[config.mk]
export PLATFORM = sky130hd
export DESIGN_NAME = pid_back_calc_antiwindup
export DESIGN_NICKNAME = d
export VERILOG_FILES = /design/src/rtl/pid_bc_pkg.sv /design/src/rtl/pid_back_calc_antiwindup.sv
export SDC_FILE = /design/constraint.sdc
export NUM_CORES = 2
export LEC_CHECK = 0
export CORE_UTILIZATION = 50
export CTS_BUF_LIST = sky130_fd_sc_hd__clkbuf_8 sky130_fd_sc_hd__clkbuf_16
export DETAILED_ROUTE_END_ITERATION = 7
export DONT_BUFFER_PORTS = 1
export GPL_TIMING_DRIVEN = 0
export PLACE_DENSITY = 0.7
export SLEW_MARGIN = 15
export SYNTH_ARGS = -nofsm -noshare
export SYNTH_HDL_FRONTEND = slang
export SYNTH_SLANG_ARGS = --single-unit
[constraint.sdc]
create_clock -name clk -period 17.5 [get_ports clk]
set_input_delay 3.5 -clock clk [delete_from_list [all_inputs] [get_ports clk]]
set_output_delay 3.5 -clock clk [all_outputs]
set_load 0.02 [all_outputs]
[src/rtl/pid_bc_pkg.sv]
// Package for the PID step with back-calculation anti-windup.
// Holds the command codes, register indexes and rounding helpers; no dependencies.
`default_nettype none
package pid_bc_pkg;

	typedef enum logic [1:0] {
		CMD_DERIV = 2'd0,
		CMD_MEAS  = 2'd1,
		CMD_CLEAR = 2'd2,
		CMD_RSVD  = 2'd3
	} cmd_t;

	localparam logic [2:0] REG_PROP_GAIN   = 3'd0;
	localparam logic [2:0] REG_INTEG_GAIN  = 3'd1;
	localparam logic [2:0] REG_DERIV_GAIN  = 3'd2;
	localparam logic [2:0] REG_WINDUP_GAIN = 3'd3;
	localparam logic [2:0] REG_INTEG_LIMIT = 3'd4;
	localparam logic [2:0] REG_DRIVE_MIN   = 3'd5;
	localparam logic [2:0] REG_DRIVE_MAX   = 3'd6;

	localparam int WIDE_W = 66;
	localparam int PROD_W = 50;

	// Shift right by s, rounding to nearest with ties away from zero.
	function automatic logic signed [WIDE_W-1:0] round_shr(
		input logic signed [WIDE_W-1:0] v,
		input logic [4:0] s
	);
		logic [WIDE_W-1:0] mag;
		logic [WIDE_W-1:0] half;
		half = {{(WIDE_W-1){1'b0}}, 1'b1} << (s - 5'd1);
		mag = v[WIDE_W-1] ? WIDE_W'(-v) : WIDE_W'(v);
		mag = (mag + half) >> s;
		return v[WIDE_W-1] ? -$signed(mag) : $signed(mag);
	endfunction

	// Saturate a wide value to the 24-bit term range.
	function automatic logic signed [23:0] sat24(input logic signed [WIDE_W-1:0] v);
		logic signed [23:0] r;
		if (v > $signed(WIDE_W'(24'sh7FFFFF)))
			r = 24'sh7FFFFF;
		else if (v < -$signed(WIDE_W'(25'sh0800000)))
			r = -24'sh800000;
		else
			r = v[23:0];
		return r;
	endfunction

endpackage
`default_nettype wire

[src/rtl/pid_back_calc_antiwindup.sv]
// Top level of the PID step with back-calculation anti-windup.
// Depends on pid_bc_pkg for command codes, register indexes and rounding.
// Path from the input transfer to out_valid: clear, zero-dt and reserved commands go straight to
// S_OUT; a step with derived rate runs the bit-serial divider (S_DIV), S_RATE, then S_MP to S_FIN;
// a step with measured rate or the first step runs S_MP to S_FIN. One item at a time: the input
// stalls until the result enters the output register, so the next item is accepted in the following
// cycle at the earliest; the sequencer and its shared 33x17 multiplier set the rate. Reset
// (arst_n low, asynchronous) loads register defaults and clears integrator and history.
`default_nettype none
module pid_back_calc_antiwindup (
	input  wire logic               clk,
	input  wire logic               arst_n,
	input  wire logic               in_valid,
	output logic                    in_stall,
	input  wire logic [1:0]         cmd,
	input  wire logic signed [15:0] error,
	input  wire logic signed [23:0] error_rate,
	input  wire logic [15:0]        dt,
	output logic                    out_valid,
	input  wire logic               out_stall,
	output logic signed [15:0]      drive,
	output logic signed [23:0]      p_term,
	output logic signed [23:0]      i_term,
	output logic signed [23:0]      d_term,
	output logic                    skipped,
	input  wire logic               cfg_valid,
	output logic                    cfg_ready,
	input  wire logic [2:0]         cfg_index,
	input  wire logic [31:0]        cfg_data
);
	import pid_bc_pkg::*;

	typedef enum logic [3:0] {
		S_IDLE, S_DIV, S_RATE, S_MP, S_MD, S_MI, S_ME, S_CLAMP,
		S_MW1, S_MW2, S_MW3, S_ACC, S_ML, S_FIN, S_OUT
	} state_t;

	state_t state_q;

	// configuration registers
	logic [15:0]        prop_gain_q, integ_gain_q, deriv_gain_q, windup_gain_q;
	logic [30:0]        integ_limit_q;
	logic signed [15:0] drive_min_q, drive_max_q;

	// controller state
	logic signed [31:0] integ_acc_q;
	logic signed [15:0] prev_error_q;
	logic               first_step_q;
	logic signed [23:0] last_p_q, last_i_q, last_d_q;

	// per-item working registers
	logic signed [15:0] err_q;
	logic [15:0]        dt_q;
	logic signed [23:0] rate_q;
	logic               neg_q;
	logic [15:0]        rem_q;
	logic [31:0]        quo_q;
	logic [4:0]         cnt_q;
	logic signed [PROD_W-1:0] prod_q;
	logic signed [19:0] p_q;
	logic signed [29:0] d_q, unc_q;
	logic signed [15:0] clamped_q;
	logic signed [31:0] eaw_q;
	logic signed [31:0] errdt_q;
	logic signed [48:0] t_q;
	logic signed [PROD_W-1:0] wlow_q;
	logic signed [31:0] acc_q;

	// result and output registers
	logic signed [15:0] res_drive_q;
	logic signed [23:0] res_p_q, res_i_q, res_d_q;
	logic               res_skip_q;
	logic               out_valid_q;
	logic signed [15:0] drive_q;
	logic signed [23:0] p_term_q, i_term_q, d_term_q;
	logic               skipped_q;

	// shared multiplier operands
	logic signed [32:0] mul_a;
	logic signed [16:0] mul_b;

	// combinational helpers
	logic signed [16:0]       diff;
	logic [16:0]              div_try;
	logic signed [WIDE_W-1:0] rnd_in;
	logic signed [WIDE_W-1:0] rnd_out;
	logic [4:0]               rnd_sh;
	logic signed [29:0]       clamp_hi;
	logic signed [WIDE_W-1:0] inc;
	logic signed [55:0]       acc_sum;
	logic signed [55:0]       lim_ext;

	assign in_stall  = (state_q != S_IDLE);
	assign cfg_ready = 1'b1;
	assign out_valid = out_valid_q;
	assign drive     = drive_q;
	assign p_term    = p_term_q;
	assign i_term    = i_term_q;
	assign d_term    = d_term_q;
	assign skipped   = skipped_q;

	assign diff    = 17'(error) - 17'(prev_error_q);
	assign div_try = {rem_q, quo_q[31]} - {1'b0, dt_q};

	// Select operands of the shared multiplier for each sequencer step.
	always_comb begin
		mul_a = '0;
		mul_b = '0;
		case (state_q)
			S_MP: begin
				mul_a = 33'(err_q);
				mul_b = $signed({1'b0, prop_gain_q});
			end
			S_MD: begin
				mul_a = 33'(rate_q);
				mul_b = $signed({1'b0, deriv_gain_q});
			end
			S_MI: begin
				mul_a = 33'(integ_acc_q);
				mul_b = $signed({1'b0, integ_gain_q});
			end
			S_ME: begin
				mul_a = 33'(err_q);
				mul_b = $signed({1'b0, dt_q});
			end
			S_MW1: begin
				mul_a = 33'(eaw_q);
				mul_b = $signed({1'b0, dt_q});
			end
			S_MW2: begin
				mul_a = $signed({9'b0, prod_q[23:0]});
				mul_b = $signed({1'b0, windup_gain_q});
			end
			S_MW3: begin
				// upper part of windup error times dt keeps its sign
				mul_a = 33'($signed(t_q[48:24]));
				mul_b = $signed({1'b0, windup_gain_q});
			end
			S_ML: begin
				mul_a = 33'(acc_q);
				mul_b = $signed({1'b0, integ_gain_q});
			end
			default: begin
				mul_a = '0;
				mul_b = '0;
			end
		endcase
	end

	// Round the registered product: Q.12 for p and d, Q.20 for the integral terms.
	always_comb begin
		rnd_in = WIDE_W'(prod_q);
		rnd_sh = (state_q == S_ME || state_q == S_FIN) ? 5'd20 : 5'd12;
		rnd_out = round_shr(rnd_in, rnd_sh);
	end

	assign clamp_hi = (unc_q > 30'(drive_max_q)) ? 30'(drive_max_q) : unc_q;

	// Sum both increments in Q.32, round once to Q12.20, then limit.
	assign inc = (WIDE_W'(errdt_q) <<< 4) + (WIDE_W'(prod_q) <<< 24) + WIDE_W'(wlow_q);
	always_comb begin
		logic signed [WIDE_W-1:0] r;
		r = round_shr(inc, 5'd12);
		acc_sum = 56'(integ_acc_q) + r[55:0];
	end
	assign lim_ext = $signed({25'b0, integ_limit_q});

	always_ff @(posedge clk or negedge arst_n) begin
		if (!arst_n) begin
			state_q       <= S_IDLE;
			prop_gain_q   <= 16'd256;
			integ_gain_q  <= 16'd0;
			deriv_gain_q  <= 16'd0;
			windup_gain_q <= 16'd0;
			integ_limit_q <= 31'h7FFFFFFF;
			drive_min_q   <= 16'sh8000;
			drive_max_q   <= 16'sd32767;
			integ_acc_q   <= '0;
			prev_error_q  <= '0;
			first_step_q  <= 1'b1;
			last_p_q      <= '0;
			last_i_q      <= '0;
			last_d_q      <= '0;
			out_valid_q   <= 1'b0;
			cnt_q         <= '0;
		end else begin
			// register writes; the user must write only while idle, the block itself does not enforce it
			if (cfg_valid && cfg_ready) begin
				unique case (cfg_index)
					REG_PROP_GAIN:   prop_gain_q   <= cfg_data[15:0];
					REG_INTEG_GAIN:  integ_gain_q  <= cfg_data[15:0];
					REG_DERIV_GAIN:  deriv_gain_q  <= cfg_data[15:0];
					REG_WINDUP_GAIN: windup_gain_q <= cfg_data[15:0];
					REG_INTEG_LIMIT: integ_limit_q <= cfg_data[30:0];
					REG_DRIVE_MIN:   drive_min_q   <= cfg_data[15:0];
					REG_DRIVE_MAX:   drive_max_q   <= cfg_data[15:0];
					default: ;
				endcase
			end

			// drop the output once the receiver takes it; S_OUT refills it itself
			if (out_valid_q && !out_stall && state_q != S_OUT)
				out_valid_q <= 1'b0;

			prod_q <= mul_a * mul_b;

			unique case (state_q)
				S_IDLE: begin
					if (in_valid) begin
						err_q <= error;
						dt_q  <= dt;
						neg_q <= diff[16];
						if (cmd == CMD_CLEAR) begin
							// back to reset state, registers kept
							integ_acc_q  <= '0;
							prev_error_q <= '0;
							first_step_q <= 1'b1;
							last_p_q     <= '0;
							last_i_q     <= '0;
							last_d_q     <= '0;
							res_drive_q  <= '0;
							res_p_q      <= '0;
							res_i_q      <= '0;
							res_d_q      <= '0;
							res_skip_q   <= 1'b0;
							state_q      <= S_OUT;
						end else if (cmd == CMD_RSVD || dt == 16'd0) begin
							// ignored step: report stored terms
							res_drive_q <= '0;
							res_p_q     <= last_p_q;
							res_i_q     <= last_i_q;
							res_d_q     <= last_d_q;
							res_skip_q  <= 1'b1;
							state_q     <= S_OUT;
						end else if (cmd == CMD_MEAS) begin
							rate_q  <= error_rate;
							state_q <= S_MP;
						end else if (first_step_q) begin
							rate_q  <= '0;
							state_q <= S_MP;
						end else begin
							rem_q   <= '0;
							quo_q   <= {(diff[16] ? 16'(-diff) : diff[15:0]), 16'b0};
							cnt_q   <= '0;
							state_q <= S_DIV;
						end
					end
				end
				S_DIV: begin
					// one quotient bit a cycle, restoring
					if (!div_try[16]) begin
						rem_q <= div_try[15:0];
						quo_q <= {quo_q[30:0], 1'b1};
					end else begin
						rem_q <= {rem_q[14:0], quo_q[31]};
						quo_q <= {quo_q[30:0], 1'b0};
					end
					cnt_q <= cnt_q + 5'd1;
					if (cnt_q == 5'd31)
						state_q <= S_RATE;
				end
				S_RATE: begin
					if (neg_q)
						rate_q <= (quo_q > 32'd8388608) ? 24'sh800000 : 24'(-$signed(quo_q));
					else
						rate_q <= (quo_q > 32'd8388607) ? 24'sd8388607 : quo_q[23:0];
					state_q <= S_MP;
				end
				S_MP: state_q <= S_MD;
				S_MD: begin
					p_q     <= rnd_out[19:0];
					state_q <= S_MI;
				end
				S_MI: begin
					d_q     <= rnd_out[29:0];
					state_q <= S_ME;
				end
				S_ME: begin
					unc_q   <= 30'(p_q) + d_q + rnd_out[29:0];
					state_q <= S_CLAMP;
				end
				S_CLAMP: begin
					errdt_q   <= prod_q[31:0];
					clamped_q <= (clamp_hi < 30'(drive_min_q)) ? drive_min_q : clamp_hi[15:0];
					eaw_q     <= 32'((clamp_hi < 30'(drive_min_q) ? 30'(drive_min_q) : clamp_hi)
						- unc_q);
					state_q   <= S_MW1;
				end
				S_MW1: state_q <= S_MW2;
				S_MW2: begin
					t_q     <= prod_q[48:0];
					state_q <= S_MW3;
				end
				S_MW3: begin
					wlow_q  <= prod_q;
					state_q <= S_ACC;
				end
				S_ACC: begin
					if (acc_sum > lim_ext)
						acc_q <= 32'(lim_ext);
					else if (acc_sum < -lim_ext)
						acc_q <= 32'(-lim_ext);
					else
						acc_q <= acc_sum[31:0];
					state_q <= S_ML;
				end
				S_ML: begin
					integ_acc_q  <= acc_q;
					prev_error_q <= err_q;
					first_step_q <= 1'b0;
					last_p_q     <= sat24(WIDE_W'(p_q));
					last_d_q     <= sat24(WIDE_W'(d_q));
					state_q      <= S_FIN;
				end
				S_FIN: begin
					last_i_q    <= sat24(rnd_out);
					res_drive_q <= clamped_q;
					res_p_q     <= last_p_q;
					res_i_q     <= sat24(rnd_out);
					res_d_q     <= last_d_q;
					res_skip_q  <= 1'b0;
					state_q     <= S_OUT;
				end
				S_OUT: begin
					// transfer into the output register once it is free
					if (!out_valid_q || !out_stall) begin
						out_valid_q <= 1'b1;
						drive_q     <= res_drive_q;
						p_term_q    <= res_p_q;
						i_term_q    <= res_i_q;
						d_term_q    <= res_d_q;
						skipped_q   <= res_skip_q;
						state_q     <= S_IDLE;
					end
				end
				default: state_q <= S_IDLE;
			endcase
		end
	end

endmodule
`default_nettype wire
* Word-level counts from Yosys, hierarchy flattened
Index checks and enable logic that the tools add are counted.
Word-level totals: output and inout bits 92, bits in registers 882, input port bits 98, word-level logic and storage cells 247
Operators by class: add/subtract/negate cells 19, reductions and logical operators 42, $mul 1, mux-type cells 93, eq/ne operators 35, magnitude comparators 12, shift-type cells 2
Operators with widths (number):
- 24-bit two-way mux | 25
- 24-bit one-hot mux with 2 select lines | 7
- 32-bit two-way mux | 9
- 33-bit one-hot mux with 7 select lines | 1
- 16-bit two-way mux | 13
- 66-bit two-way mux | 3
- 66-bit negator | 2
- 32-bit one-hot mux with 2 select lines | 2
- 16-bit one-hot mux with 2 select lines | 3
- 16-bit one-hot mux with 5 select lines | 1
- 36-bit by 66-bit adder with 66-bit output | 1
- 66-bit by 12-bit adder with 66-bit output (second input constant) | 1
- 66-bit by 50-bit adder with 66-bit output | 1
- 66-bit adder | 1
- 66-bit by 24-bit greater-than comparator with 1-bit output (second input constant) | 1
- 66-bit by 24-bit < comparator with 1-bit output (second input constant) | 1
- 50-bit negator with 66-bit output | 1
- 1-bit by 5-bit << shifter with 66-bit output (first input constant) | 1
- 66-bit by 5-bit right shift with 66-bit output | 1
- 30-bit adder | 2
- 4-bit one-hot mux with 15 select lines | 1
- 56-bit adder | 1
- 56-bit by 32-bit greater-than comparator with 1-bit output | 1
- 56-bit < comparator | 1
- 54 further kinds | 123

* Logic depth before layout (Yosys ltp)
depth after elaboration 13, depth in mapped cells 70, depth with buffers taken out 62

* Least setup slack after synthesis
OpenSTA, ideal clock, no wires.
path type register -> register, start point register errdt_q[31], end point register acc_q[10], data pin, data arrival time 14.974 ns, period minus slack after synthesis 15.249 ns, path buffers 8, cell stages (with the launch flop) 62, data required time 17.225 ns, setup time 0.275 ns, slack 2.251 ns, path through edfxtp_1 > fa_1 > ha_1 > and3_1 > buf_2 > nand2_1 > nor3_1 > o2111ai_1 > nand3_1 > o2111ai_2 > a21oi_1 > nor3_2 > nor2_1 > clkbuf_1 > clkbuf_1 > buf_1 > clkbuf_1 > buf_1 > [26 not listed] > or4_1 > nand2_1 > xnor2_1 > ha_1 > nand4_1 > nor2_1 > a221oi_1 > o21ai_0 > nor4_1 > nand4b_1 > or4_1 > nor4_1 > nand4_1 > nor4bb_1 > clkinv_1 > and4_1 > o21ai_0 > o221ai_1
On the way: word-level cells in the longest chain between the ends 11, elaborated cells on any way between the ends 12, those cells by class add/sub (6); order compare (2); mux (4)
Ends and longest elaborated chain:
- from (decl) | line pid_back_calc_antiwindup.sv:64 | logic signed [31:0] errdt_q;
- from (signal assigned) | line pid_back_calc_antiwindup.sv:283 | errdt_q <= prod_q[31:0];
- 36-bit by 66-bit adder with 66-bit output * | line pid_back_calc_antiwindup.sv:160 | assign inc = (WIDE_W'(errdt_q) <<< 4) + (WIDE_W'(prod_q) <<< 24) + WIDE_W'(wlow_q);
- 66-bit by 50-bit adder with 66-bit output * | line pid_back_calc_antiwindup.sv:160
- 66-bit negator | line pid_bc_pkg.sv:32 | mag = v[WIDE_W-1] ? WIDE_W'(-v) : WIDE_W'(v);
- 66-bit two-way mux | line pid_bc_pkg.sv:32
- 66-bit by 12-bit adder with 66-bit output | line pid_bc_pkg.sv:33 | mag = (mag + half) >> s;
- 54-bit negator with 56-bit output | line pid_bc_pkg.sv:34 | return v[WIDE_W-1] ? -$signed(mag) : $signed(mag);
- 56-bit two-way mux * | line pid_bc_pkg.sv:34
- 56-bit adder * | line pid_back_calc_antiwindup.sv:164 | acc_sum = 56'(integ_acc_q) + r[55:0];
- 56-bit < comparator | line pid_back_calc_antiwindup.sv:301 | else if (acc_sum < -lim_ext)
- 32-bit two-way mux | line pid_back_calc_antiwindup.sv:301
- 31-bit two-way mux * | line pid_back_calc_antiwindup.sv:299 | if (acc_sum > lim_ext)
- to (signal assigned) | line pid_back_calc_antiwindup.sv:300 | acc_q <= 32'(lim_ext);
- to (signal assigned) | line pid_back_calc_antiwindup.sv:302 | acc_q <= 32'(-lim_ext);
- to (signal assigned) | line pid_back_calc_antiwindup.sv:304 | acc_q <= acc_sum[31:0];
- to (decl) | line pid_back_calc_antiwindup.sv:67 | logic signed [31:0] acc_q;
Mark *: on every way between the ends. The rest lies on a longest branch, timed or not. A chain may end at the register's enable or synchronous reset.

* Worst setup path after layout
start point register errdt_q[1], end point register acc_q[0], data pin
The elaborated chain is that of the path after synthesis.

==> results.toml <==
[floorplanning]
rows = 143
fp.coreArea_mm2 = 0.152
dieWidth_um = 393
ios = 190
die_area_mm2 = 0.154
start_util_pct = 50.3
die_h_um = 393

[clocking]
hold_buffers = 0
cts_max_level = 3
cts_root_buffer = "clkbuf_16"
clock_latency_ps = 780
clk_path_buf_depth = 3
clkSinkCount = 846
cts_tree = "yes"
cts_made_buffers = 94
clkSlewWorstSetupHoldPaths_ps = 60

[critical_path]
cp_slowest_cell = "xnor3_2"
cp.required_ps = 18000
startpoint_type = "flip-flop"
critical_path_class = "flip-flop to flip-flop"
worst_setup_path_end_kind = "flip-flop"
critPathArrivalTime_ps = 17240
max_stage_delay_ps = 540
crit_fanout = 19
critPathMostFrequentCell = "ha_1"

[cells_and_area]
multi_input_area_mm2 = 0.0477
ff_latch_area_mm2 = 0.0242
syn_to_final_growth_pct = 8.57
fillers = 13600
drive_above_1_share_pct = 6.82
final_common_cell = "inv_1"
final_cell_mix = "918 x inv_1, 881 x nand2_1, 592 x edfxtp_1"
nets = 9354

[timing]
max_slew_margin_pct = 14.1
hold_violations = 0
max_freq_ghz = 0.0597
skew_ps = 132
layout_setup_ws_ps = 762
fin_crit_sh_pct = 95.6
drv_slew = 0
setup_violations = 0
fin_crit_ps = 16740
worst_pin_slew_ps = 1280

[logic_synthesis]
netlist_area_mm2 = 0.0764
syn_avg_cell_area_um2 = 9.47
synthCells = 8065
yosysWarningCount = 0
ys_types = 118
yosys_register_bits = 846
netlist_top_cells_area = "edfxtp_1 23%, fa_1 15%, ha_1 8.1%, dfrtp_1 6.7%, inv_1 4.4%"
yosysSeqAreaShare_pct = 31.7
synthArstFlopShare_pct = 30.0
syn-num-nets = 9227
synth_top_area_share_pct = 23.3
synth_edf_count = 592
synth.largest_area_cell = "edfxtp_1"
ys.flop_type = "edfxtp_1"

[global_route]
antenna_found_initial = 25
overflow = 0
first_global_vias = 61400
grt_pass1_wl_um = 393000
grt.total_usage_pct = 34.5
grt_max_degree = 307

[route]
postRouteAntennaNets = 0
drtIter0Drc = 7123
vias = 63600
wl_per_cell_um = 25.9
drtPass1Iterations = 7
routed_wl_um = 267000
drc = 0
routed_via_density = 6.16

[placed_design]
place_congestion = 1.04
io_buffers = 0
pre_cts_ws_ps = -3050
dpl.hpwl_um = 215000

[run]
drv_cap = 0

[run_status]
outcome = "completed"

[hold_path]
hold_class = "flip-flop to flip-flop"
layer usage:
layer | vias to the layer above | global-route usage (%) | wire, um
li1 | 28400 | - | -
met1 | 31600 | 47.4 | 112000
met2 | 2986 | 51.6 | 116000
met3 | 558 | 7.06 | 24700
met4 | 10 | 17.6 | 15100
met5 | - | 0 | 90
path summary, 6_finish.rpt:
check	startpoint	end	slack, ps	cells after the start
max in group asynchronous	arst_n	last_p_q[5]	13450	2
min reg2reg	res_p_q[6]	p_term[6]	380	0
max	errdt_q[1]	acc_q[0]	760	63
min in group asynchronous	arst_n	integ_acc_q[23]	2830	1
min	res_p_q[6]	p_term[6]	380	0
max reg2reg	errdt_q[1]	acc_q[0]	760	63
sequential cells by signal (all words and copies together), names as in the netlist, 31 cells and up:
signal,count
integ_limit_q,31
wlow_q,50
prod_q,50
quo_q,32
eaw_q,32
acc_q,32
integ_acc_q,32
errdt_q,32
stage by stage:
| stage | cells | utilization [%] | setup TNS, ps | cell area [um^2] | hold WS, ps |
|---|---|---|---|---|---|
| after CTS | 10300 | 54.5 | 0 | 82700 | 380 |
| final | 10300 | 54.6 | 0 | 83000 | 380 |
| after detailed placement | 10100 | 52.3 | -87340 | 79400 | 405 |
| after global placement | 10100 | 52.0 | -124460 | 79000 | 405 |
| after floorplan | 8065 | - | 0 | 76400 | 400 |
| after global routing | 10300 | 54.6 | -11.6 | 82900 | 393 |
layout make-up:
type                            count  share of cell area (%)
Antenna cell                       19                  0.0573
Buffer                            343                    1.72
Clock buffer                      103                    3.03
Clock inverter                     72                   0.888
Inverter                          903                    4.09
Multi-Input combinational cell   5972                    57.4
Sequential cell                   846                    29.2
Tap cell                         2030                    3.06
Timing Repair Buffer               32                   0.564
repair_timing:
item                       4_1_cts  5_1_grt
gates resized for setup         20       25
pin swaps                        0        1
buffers inserted                 3        3
setup endpoints to repair       32       32
logic make-up (layout without fill, tap and decap cells):
family | count (synthesis) | after routing | synth area share (%)
and+or+nand+nor | 2570 | 2570 | 16.4
adders and majority gates | 1066 | 1066 | 23.0
buffers and inverters | 1247 | 1453 | 6.26
muxes | 183 | 183 | 2.65
other | 1 | 20 | 0.00491
AOI/OAI and AO/OA | 1665 | 1665 | 14.4
xor gates and xnor gates | 487 | 487 | 5.63
DFF | 846 | 846 | 31.7
cells in the mapped netlist, drive strengths merged (23+ instances only):
cell type	number
a211oi	44
a21boi	31
a21o	141
a21oi	397
a222oi	37
a22o	60
a22oi	72
a31oi	60
and2	152
and3	89
and4	37
buf	55
clkbuf	289
dfrtp	205
dfstp	49
edfxtp	592
fa	569
ha	495
inv	902
mux2	141
mux2i	42
nand2	882
nand2b	89
nand3	183
nand4	99
nor2	547
nor2b	65
nor3	161
nor4	57
o211ai	89
o21a	48
o21ai	407
o21bai	23
o31ai	48
or2	35
or3	74
or4	31
xnor2	328
xor2	157
worst max-delay path: cells and delay by family (launching register included):
kind,cells,cell delay [ps]
adders and majority gates,6,1930
and+or+nand+nor,16,3170
muxes,1,420
buffers and inverters,10,2900
DFF,1,380
AOI/OAI and AO/OA,26,6480
xor gates and xnor gates,4,1270
Power is left out: the tool's default activity adds up to more than one toggle a clock period on the data nets, which glitch-free logic cannot reach.
